--- src/utf8sd_pkg.sv ---
`timescale 1ns / 1ps
// ----------------------------------------------------------------------------
// utf8sd_pkg
// Shared types and constants for the UTF-8 stream decoder.
// ----------------------------------------------------------------------------
package utf8sd_pkg;

    localparam int unsigned CpWidth   = 31;
    localparam int unsigned LeftWidth = 3;

    // Lead byte class limits, highest byte value of each class
    localparam logic [7:0] LeadAscii = 8'h7F;
    localparam logic [7:0] LeadTwo   = 8'hDF;
    localparam logic [7:0] LeadThree = 8'hEF;
    localparam logic [7:0] LeadFour  = 8'hF7;
    localparam logic [7:0] LeadFive  = 8'hFB;
    localparam logic [7:0] LeadSix   = 8'hFD;
    localparam logic [7:0] ContMask  = 8'h3F;

    localparam logic [LeftWidth-1:0] MaxLeft = 3'd5;

    typedef struct packed {
        logic [7:0] byte_in;
        logic       last;
    } t_in_item;

    typedef struct packed {
        logic [CpWidth-1:0] code_point;
        logic               cut_short;
    } t_out_item;

    // Decode step result: optional item plus the state for the next byte
    typedef struct packed {
        logic                 valid;
        t_out_item            item;
        logic [LeftWidth-1:0] bytes_left;
        logic [CpWidth-1:0]   acc;
    } t_step_res;

endpackage

--- src/utf8sd_step.sv ---
`timescale 1ns / 1ps
// ----------------------------------------------------------------------------
// utf8sd_step
// One decode step: current sequence state and one byte in, next state and
// an optional code point out. Purely combinational.
// ----------------------------------------------------------------------------
module utf8sd_step (
    input  logic [utf8sd_pkg::LeftWidth-1:0] i_bytes_left,
    input  logic [utf8sd_pkg::CpWidth-1:0]   i_acc,
    input  utf8sd_pkg::t_in_item             i_item,
    output utf8sd_pkg::t_step_res            o_res
);

    logic [7:0]                        w_ch;
    logic [utf8sd_pkg::LeftWidth-1:0]  w_left_clamp;
    logic [utf8sd_pkg::LeftWidth-1:0]  w_left_dec;
    logic [5:0]                        w_low6;
    logic [utf8sd_pkg::CpWidth-1:0]    w_cont;
    logic [utf8sd_pkg::CpWidth-1:0]    w_acc_cont;

    assign w_ch   = i_item.byte_in;
    assign w_low6 = w_ch[5:0] & utf8sd_pkg::ContMask[5:0];

    assign w_left_clamp = (i_bytes_left > utf8sd_pkg::MaxLeft) ? utf8sd_pkg::MaxLeft
                                                               : i_bytes_left;
    assign w_left_dec   = w_left_clamp - 3'd1;

    // six-bit slot select for the continuation byte
    always_comb begin
        unique case (w_left_dec)
            3'd0:    w_cont = {25'd0, w_low6};
            3'd1:    w_cont = {19'd0, w_low6, 6'd0};
            3'd2:    w_cont = {13'd0, w_low6, 12'd0};
            3'd3:    w_cont = {7'd0, w_low6, 18'd0};
            3'd4:    w_cont = {1'b0, w_low6, 24'd0};
            default: w_cont = '0;
        endcase
    end

    assign w_acc_cont = i_acc | w_cont;

    always_comb begin
        o_res = '0;
        if (i_bytes_left == '0) begin
            priority if (w_ch <= utf8sd_pkg::LeadAscii) begin
                o_res.valid           = 1'b1;
                o_res.item.code_point = {23'd0, w_ch};
            end else if (w_ch <= utf8sd_pkg::LeadTwo) begin
                o_res.acc        = {20'd0, w_ch[4:0], 6'd0};
                o_res.bytes_left = 3'd1;
            end else if (w_ch <= utf8sd_pkg::LeadThree) begin
                o_res.acc        = {15'd0, w_ch[3:0], 12'd0};
                o_res.bytes_left = 3'd2;
            end else if (w_ch <= utf8sd_pkg::LeadFour) begin
                o_res.acc        = {10'd0, w_ch[2:0], 18'd0};
                o_res.bytes_left = 3'd3;
            end else if (w_ch <= utf8sd_pkg::LeadFive) begin
                o_res.acc        = {5'd0, w_ch[1:0], 24'd0};
                o_res.bytes_left = 3'd4;
            end else if (w_ch <= utf8sd_pkg::LeadSix) begin
                o_res.acc        = {w_ch[0], 30'd0};
                o_res.bytes_left = 3'd5;
            end else begin
                // 0xFE / 0xFF: code point zero at once
                o_res.valid = 1'b1;
            end
            // string ends right after an opening lead
            if (o_res.bytes_left != '0 && i_item.last) begin
                o_res.valid           = 1'b1;
                o_res.item.code_point = o_res.acc;
                o_res.item.cut_short  = 1'b1;
                o_res.bytes_left      = '0;
                o_res.acc             = '0;
            end
        end else begin
            if (w_left_dec == '0) begin
                o_res.valid           = 1'b1;
                o_res.item.code_point = w_acc_cont;
            end else if (i_item.last) begin
                o_res.valid           = 1'b1;
                o_res.item.code_point = w_acc_cont;
                o_res.item.cut_short  = 1'b1;
            end else begin
                o_res.bytes_left = w_left_dec;
                o_res.acc        = w_acc_cont;
            end
        end
    end

endmodule

--- src/utf8_stream_decoder.sv ---
`timescale 1ns / 1ps
// ----------------------------------------------------------------------------
// utf8_stream_decoder
// Byte-wide UTF-8 decoder: one byte per item, a code point out when a
// sequence completes or the string is cut short.
// ----------------------------------------------------------------------------
// A byte is registered at input, decoded, then registered at output or skid.
// Throughput: one byte per cycle while o_in_stall is low; the combinational
// decode step sets it. A two-entry output buffer (output register plus skid)
// absorbs stalls; o_in_stall rises only while the skid entry is occupied.
// Reset (synchronous, active low) empties the input register, output register
// and skid entry, and clears the sequence state to idle.
module utf8_stream_decoder (
    input  logic                  i_clk,
    input  logic                  i_rst_n,
    input  logic                  i_in_valid,
    output logic                  o_in_stall,
    input  utf8sd_pkg::t_in_item  i_in_item,
    output logic                  o_out_valid,
    input  logic                  i_out_stall,
    output utf8sd_pkg::t_out_item o_out_item
);

    logic                             r_in_valid;
    utf8sd_pkg::t_in_item             r_in_item;
    logic [utf8sd_pkg::LeftWidth-1:0] r_bytes_left;
    logic [utf8sd_pkg::CpWidth-1:0]   r_acc;
    logic                             r_out_valid;
    utf8sd_pkg::t_out_item            r_out_item;
    logic                             r_skid_valid;
    utf8sd_pkg::t_out_item            r_skid_item;

    utf8sd_pkg::t_step_res            w_step;
    logic                             w_advance;
    logic                             w_in_accept;
    logic                             w_out_take;
    logic                             w_produce;

    utf8sd_step u_step (
        .i_bytes_left (r_bytes_left),
        .i_acc        (r_acc),
        .i_item       (r_in_item),
        .o_res        (w_step)
    );

    assign w_advance   = !r_skid_valid;
    assign w_in_accept = i_in_valid && !r_skid_valid;
    assign w_out_take  = r_out_valid && !i_out_stall;
    assign w_produce   = r_in_valid && w_advance && w_step.valid;

    always_ff @(posedge i_clk) begin
        if (!i_rst_n) begin
            r_in_valid   <= 1'b0;
            r_bytes_left <= '0;
            r_acc        <= '0;
            r_out_valid  <= 1'b0;
            r_skid_valid <= 1'b0;
        end else begin
            if (w_advance) begin
                r_in_valid <= w_in_accept;
                if (r_in_valid) begin
                    r_bytes_left <= w_step.bytes_left;
                    r_acc        <= w_step.acc;
                end
            end

            // output register and skid entry
            if (r_skid_valid) begin
                if (w_out_take) begin
                    r_skid_valid <= 1'b0;
                end
            end else if (w_produce) begin
                if (!r_out_valid || w_out_take) begin
                    r_out_valid <= 1'b1;
                end else begin
                    r_skid_valid <= 1'b1;
                end
            end else if (w_out_take) begin
                r_out_valid <= 1'b0;
            end
        end
    end

    // payload, no reset
    always_ff @(posedge i_clk) begin
        if (w_in_accept) begin
            r_in_item <= i_in_item;
        end
        if (r_skid_valid) begin
            if (w_out_take) begin
                r_out_item <= r_skid_item;
            end
        end else if (w_produce) begin
            if (!r_out_valid || w_out_take) begin
                r_out_item <= w_step.item;
            end else begin
                r_skid_item <= w_step.item;
            end
        end
    end

    assign o_in_stall  = r_skid_valid;
    assign o_out_valid = r_out_valid;
    assign o_out_item  = r_out_item;

    a_skid_needs_out: assert property (@(posedge i_clk) disable iff (!i_rst_n)
        r_skid_valid |-> r_out_valid)
        else $error("skid entry occupied with empty output register");

    a_left_range: assert property (@(posedge i_clk) disable iff (!i_rst_n)
        r_bytes_left <= utf8sd_pkg::MaxLeft)
        else $error("bytes_left out of range");

    a_idle_acc_clear: assert property (@(posedge i_clk) disable iff (!i_rst_n)
        (r_bytes_left == '0) |-> (r_acc == '0))
        else $error("accumulator not cleared while idle");

    a_stall_to_skid: assert property (@(posedge i_clk) disable iff (!i_rst_n)
        (w_produce && r_out_valid && i_out_stall) |=> r_skid_valid)
        else $error("result lost while output stalled");

endmodule
--- config.mk ---
export PLATFORM = sky130hd
export DESIGN_NAME = utf8_stream_decoder
export DESIGN_NICKNAME = d
export VERILOG_FILES = /design/src/utf8sd_pkg.sv /design/src/utf8sd_step.sv /design/src/utf8_stream_decoder.sv
export SDC_FILE = /design/constraint.sdc
export NUM_CORES = 1
export LEC_CHECK = 0
export BUFFER_PORTS_ARGS = -buffer_cell sky130_fd_sc_hd__buf_2
export CORE_ASPECT_RATIO = 2
export CORE_MARGIN = 8
export CORE_UTILIZATION = 35
export CTS_CLUSTER_DIAMETER = 200
export DETAILED_ROUTE_END_ITERATION = 7
export PLACE_DENSITY_LB_ADDON = 0.2
export SLEW_MARGIN = 30
export SYNTH_ARGS = -nofsm -noshare
export SYNTH_HDL_FRONTEND = slang
export SYNTH_SLANG_ARGS = --single-unit
--- constraint.sdc ---
create_clock -name i_clk -period 5.5 [get_ports i_clk]
set_input_delay 1.1 -clock i_clk [delete_from_list [all_inputs] [get_ports i_clk]]
set_output_delay 1.1 -clock i_clk [all_outputs]
set_load 0.005 [all_outputs]
==> reports/results.ini, run 1 <==
[status]
outcome=complete, no violations

[timing]
fin_crit_ps=3546
rsz0062_at_grt=no
fin_crit_sh_pct=64.47
holdWs_ps=471.7
worstMarginPinSlew_ps=768.9
clock_skew_ps=6.291
final-setup-viol-count=0
slew_viol_final=0
tns_ps=0
relSlewSlack_pct=48.34
hold_viol_final=0
fmax_mhz=282.0

[synthesis]
synth-edff-count=73
yosysSeqAreaShare_pct=59.89
avgSynthCellArea_um2=11.21
yosys.area.top_type=edfxtp_1
syn_inst=437
ys_types=57
synth_top_area_share_pct=44.76
synth.area.top_cells=edfxtp_1, dfxtp_1, a21oi_1, mux2_2, nand2_1
ys_async_sr_fraction_pct=0
yosys_most_used_dff=edfxtp_1
ys_ff_latch=110
syn_nets=454
yosysWarnings=0
syn-cell-area_um2=4897

[run]
maxCapViolations=0

[setup_path]
path_max_fanout=17
critPathArrivalTime_ps=3610
r2r-start=r_bytes_left[2]
worstSetupEndpoint=o_out_item[4]
critPathLaunchType=flop
slowest_delay_ps=680
end_kind=flop
worstPathRequired_ps=5560
crit_path_cell_trace=a21oi_1, ha_1, a211oi_1, a211o_1, o311ai_2, a21boi_4, buf_16
reg2reg_depth=7
rr_endpoint=o_out_item[4]
ff2ff_setup_slack_ps=1950
cp-startpoint=r_bytes_left[2]
crit_path_top_delay_cell=dfxtp_1
crit_type=flop to flop

[clock_tree]
cts_tree=built
clock_latency_ps=350
root_buffer=clkbuf_16
cts_resized=0
cts_htree_levels=3
clockBufferDepth=2
cts_setup_buffers=0
clk_pin_slew_ps=80
cts_buffers=9
cts.sink_count=110
postCtsHoldBufs=0

[pwr]
powerDensity_nw_per_um2=313.9
power.leakage_uw=0.001992
ir_drop_mv=0.1472
power.total_uw=1753

[global_route]
track_usage_pct=13.65
overflow=0
grt_pass1_vias=3464
grt_max_degree=56
grt_first_pass_wirelength_um=19180
antenna_found_initial=0

[placed_design]
dp_hpwl_um=8788
postPlaceCellArea_um2=5283
gp_routability_congestion=0.8912
port_buffers=46

[final_layout]
utilization_pct=40.43
design_area_um2=5585
nets=482
diodes=0
drive_above_1_share_pct=21.70
area_growth_pct=14.05
fillCellCount=1358

[min_path]
whs_path_depth=1
hold_class=flop to flop

[floorplan]
io_pins=47
die_area_um2=18260
core_um2=13810
fp.dieW_um=99.64
start_util_pct=35.45
num_rows=61
die_height_um=183.3

[route]
wl_per_cell_um=18.44
wirelength_um=12150
dr.pass1.iters=4
drc_errors=0
viasPerCell=5.273
vias=3475
drtAntennaViolNets=0
drtIter0Drc=258

==> critical path: cells and delay by family (launching register included) <==
kind	cells	cell delay [ps]
DFF	1	680
buffers and inverters	1	230
adders and majority gates	1	370
AOI/OAI and AO/OA	5	1960
==> logic make-up after synthesis <==
| logic type | synth area share, % |
|---|---|
| DFF | 59.89 |
| muxes | 3.679 |
| xor gates and xnor gates | 0.3322 |
| and+or+nand+nor | 12.26 |
| buffers and inverters | 3.832 |
| adders and majority gates | 1.022 |
| AOI/OAI and AO/OA | 18.98 |
==> stage by stage <==
stage | worst slack (ps) | instances
CTS | 1953 | 659
global placement | 1918 | 641
global route | 1753 | 659
detailed placement | 1956 | 643
finish | 1954 | 659
floorplan | 807.4 | 437
==> cells in the final DEF, fill, tap and decap left out, types with 4 or more instances in the layout <==
cell type,synthesis,final
o21ai_1,5,5
ha_1,4,4
and2_1,5,5
clkbuf_16,0,9
edfxtp_1,73,73
nor3_1,8,8
a32o_1,6,6
mux2_2,16,16
nor2_1,37,36
nand2b_1,5,5
dfxtp_1,37,36
inv_1,8,8
nand2_1,45,45
and3_1,8,8
nand3_1,8,8
a21oi_1,41,41
buf_2,9,46
a31oi_1,12,12
o22a_1,4,4
nand4_1,4,4
o21ai_0,17,17
o31ai_1,16,16
==> registers in the layout (all words and copies together) (netlist names) <==
name          flops
r_bytes_left      3
r_in_valid        1
r_acc            31
r_skid_item      32
o_out_item       32
r_in_item         9
o_in_stall        1
o_out_valid       1
==> cell type report <==
cell class | instances | area (µm²) | area share (%)
clock buffers | 10 | 239.0 | 4.279
inverters | 8 | 30.03 | 0.5376
multi-input cells | 285 | 1793 | 32.10
clock inverters | 6 | 61.31 | 1.098
well taps | 189 | 236.5 | 4.234
repair buffers | 51 | 291.5 | 5.220
flip-flops and latches | 110 | 2934 | 52.53
==> worst min path at each step <==
stage | slack [ps] | end | startpoint
3_3_place_gp | 450 | r_acc[26] | r_acc[26]
4_1_cts | 470 | r_acc[30] | r_acc[30]
2_1_floorplan | 430 | r_acc[30] | r_acc[30]
5_1_grt | 480 | r_acc[30] | r_acc[30]
3_5_place_dp | 450 | r_acc[30] | r_acc[30]
6_report | 470 | r_acc[14] | r_acc[14]
==> layer usage <==
| metal | track usage, % | part of all wire [%] |
|---|---|---|
| met5 | 0 | 0 |
| met4 | 10.07 | 5.2 |
| met3 | 2.924 | 4.2 |
| met2 | 22.38 | 50 |
| met1 | 15.19 | 41 |
==> Yosys cell counts (9+ instances only) <==
library cell  number
nand2_1           45
mux2_2            16
nor2_1            37
a21oi_1           41
dfxtp_1           37
o31ai_1           16
o21ai_0           17
clkbuf_1          19
edfxtp_1          73
buf_2              9
a31oi_1           12
==> report_power, final <==
| group | internal [µW] | total, µW | leakage, µW | switching (µW) |
|---|---|---|---|---|
| Clock | 331 | 652 | 0.000144 | 321 |
| Combinational | 58.2 | 169 | 0.000854 | 111 |
| Sequential | 905 | 932 | 0.000994 | 26.8 |
(Power assumes the default switching activity.)
==> run 2, diff against run 1 <==
==> constraint.sdc (replaced) <==
create_clock -name i_clk -period 3.3 [get_ports i_clk]
set_input_delay 0.66 -clock i_clk [delete_from_list [all_inputs] [get_ports i_clk]]
set_output_delay 0.66 -clock i_clk [all_outputs]
set_load 0.005 [all_outputs]
==> run 2 against run 1 <==
Combinational power increased by 70%. Wire length decreased by 1.3%. Non-clock buffer count increased by 5. Sequential share of layout area decreased by 0.13 points. Via count increased by 0.23%. Register-to-register slack got worse by 1700 ps. Cell count increased by 0.76%. Global-route usage about the same. Critical path depth unchanged. Core utilization increased by 0.12 points. Fmax increased by 16%. First-iteration DRC count decreased by 39%. Critical endpoint is now r_skid_item[6]. Largest power group unchanged.
==> reports/results.ini, run 2 (same netlist as run 1, synthesis figures left out) <==
[status]
outcome=complete, no violations

[timing]
worstMarginPinSlew_ps=687.4  ; -81.49 ps
clock_skew_ps=14.81  ; +8.524 ps
tns_ps=0  ; unchanged
fin_crit_ps=3045  ; -501.0 ps
relSlewSlack_pct=54.17  ; +5.8 points
fin_crit_sh_pct=92.28  ; +28 points
final.setup.worst_slack_ps=254.9  ; -1699 ps
hold_viol_final=0  ; unchanged
rsz0062_at_grt=no
fmax_mhz=328.4  ; +16%
slew_viol_final=0  ; unchanged
final-setup-viol-count=0  ; unchanged

[clock_tree]
cts.sink_count=110  ; unchanged
clk_pin_slew_ps=80  ; about the same
cts_resized=0  ; unchanged
cts_buffers=9  ; unchanged
cts_tree=built
cts_setup_buffers=0  ; unchanged
postCtsHoldBufs=0  ; unchanged
cts_htree_levels=3  ; unchanged
clock_latency_ps=350  ; about the same
clockBufferDepth=2  ; unchanged
root_buffer=clkbuf_16

[setup_path]
crit_type=flop to flop
critPathArrivalTime_ps=3070  ; -540 ps
rr_endpoint=r_skid_item[6]
slowest_delay_ps=430  ; -250 ps
reg2reg_depth=7  ; unchanged
crit_path_cell_trace=a21oi_1, ha_1, and2_0, a211o_1, o311ai_2, nor2_2, buf_4
r2r-start=r_bytes_left[0]
crit_path_top_delay_cell=ha_1
path_max_fanout=21  ; +4
critPathLaunchType=flop
worstPathRequired_ps=3330  ; -2230 ps
end_kind=flop
ff2ff_setup_slack_ps=250  ; -1700 ps
path_buf_inv=1  ; unchanged
crit_family=compound AO/OA/AOI/OAI gates

[route]
dr.pass1.iters=4  ; unchanged
wirelength_um=11990  ; -1.3%
drc_errors=0  ; unchanged
viasPerCell=5.245  ; -0.52%
drtIter0Drc=157  ; -39%
wl_per_cell_um=18.06  ; -2.1%
drtAntennaViolNets=0  ; unchanged
vias=3483  ; +0.23%

[final_layout]
drive_above_1_share_pct=22.53  ; +0.82 points
finalNonFillerCells=664  ; +0.76%
layout_common_cells=edfxtp_1, buf_2, nand2_1
area_growth_pct=14.38
layout_commonest_cell=edfxtp_1
fillCellCount=1336  ; -1.6%
nets=487  ; +1.0%
diodes=0  ; unchanged

[global_route]
antenna_found_initial=0  ; unchanged
track_usage_pct=13.65  ; about the same
grt_max_degree=40  ; -29%
overflow=0  ; unchanged
grt_pass1_vias=3516  ; +1.5%
grt_first_pass_wirelength_um=19280  ; +0.50%

[placed_design]
place_inst=648  ; +0.78%
dp_hpwl_um=8959  ; +1.9%
gp_routability_congestion=0.9536  ; +7.0%
pre_cts_slack_ps=155.2  ; -1801 ps
port_buffers=46  ; unchanged

[min_path]
worst_hold_path.endpoint=r_acc[26]
hold_class=flop to flop
whs_path_depth=2  ; +1
hold_start=r_acc[26]

[pwr]
power.leakage_uw=0.002009  ; +0.89%
powerDensity_nw_per_um2=515.7  ; +64%
ir_drop_mv=0.2464  ; +67%

[run]
maxCapViolations=0  ; unchanged

[floorplan]
core_um2=13810  ; unchanged
fp.dieW_um=99.64  ; unchanged
die_height_um=183.3  ; unchanged
die_area_um2=18260  ; unchanged
num_rows=61  ; unchanged
start_util_pct=35.45  ; unchanged
io_pins=47  ; unchanged

## run 2: changes by cell type in the layout (fill, tap and decap cells not counted), sizes merged
cell / delta
buf: +5
clkbuf: -1
clkinv: +1
clkinvlp: -1
inv: +1
## run 2: layout make-up
class                      count  area, µm²  area share, %
multi-input combinational    285       1793          32.01
clock inverter                 7      63.81          1.139
sequential                   110       2935          52.40
timing repair buffer          56      317.8          5.673
inverter                       8      30.03         0.5361
tap                          189      236.5          4.222
clock buffer                   9      225.2          4.021
## run 2: routing by layer
metal / wire length [µm] / track usage [%] / up-vias / share of wire, %
met5: 0 / 0 / - / 0
met4: 518 / 8.115 / 0 / 4.3
met3: 422 / 2.621 / 32 / 3.5
met2: 6211 / 23.84 / 91 / 52
met1: 4836 / 14.86 / 1669 / 40
li1: - / - / 1691 / -
## run 2: worst max path at each step
| stage | end | start | cells after the start | slack [ps] |
|---|---|---|---|---|
| final | r_skid_item[6] | r_bytes_left[0] | 7 | 250 |
| after global routing | r_skid_item[16] | r_bytes_left[0] | 7 | 20 |
| after CTS | r_skid_item[6] | r_bytes_left[1] | 7 | 140 |
| after detailed placement | r_skid_item[29] | r_bytes_left[1] | 7 | 160 |
| after global placement | r_skid_item[29] | r_bytes_left[1] | 7 | 320 |
| after floorplan | o_out_item[0] | r_bytes_left[2] | 9 | 30 |
## run 2: report_power, final
group / switching, µW / internal (µW)
registers: 38.7 / 1510
clock network: 524 / 529
logic: 189 / 98.8
## run 2: stage by stage
stage	hold slack (ps)	instance area (µm²)	util [%]	total power [µW]
after global placement	448.1	5309	38.43	1863
after floorplan	432.7	4903	-	1762
after detailed placement	456.6	5309	38.43	1868
after global routing	471.9	5602	40.55	3009
after CTS	472.3	5598	40.52	2929
final	467.4	5602	40.55	2889
## run 2: worst min-delay path, delay by kind of cell (launching register included)
kind,cells,cell delay (ps)
flops,1,330
simple gates,1,70
compound gates,1,40
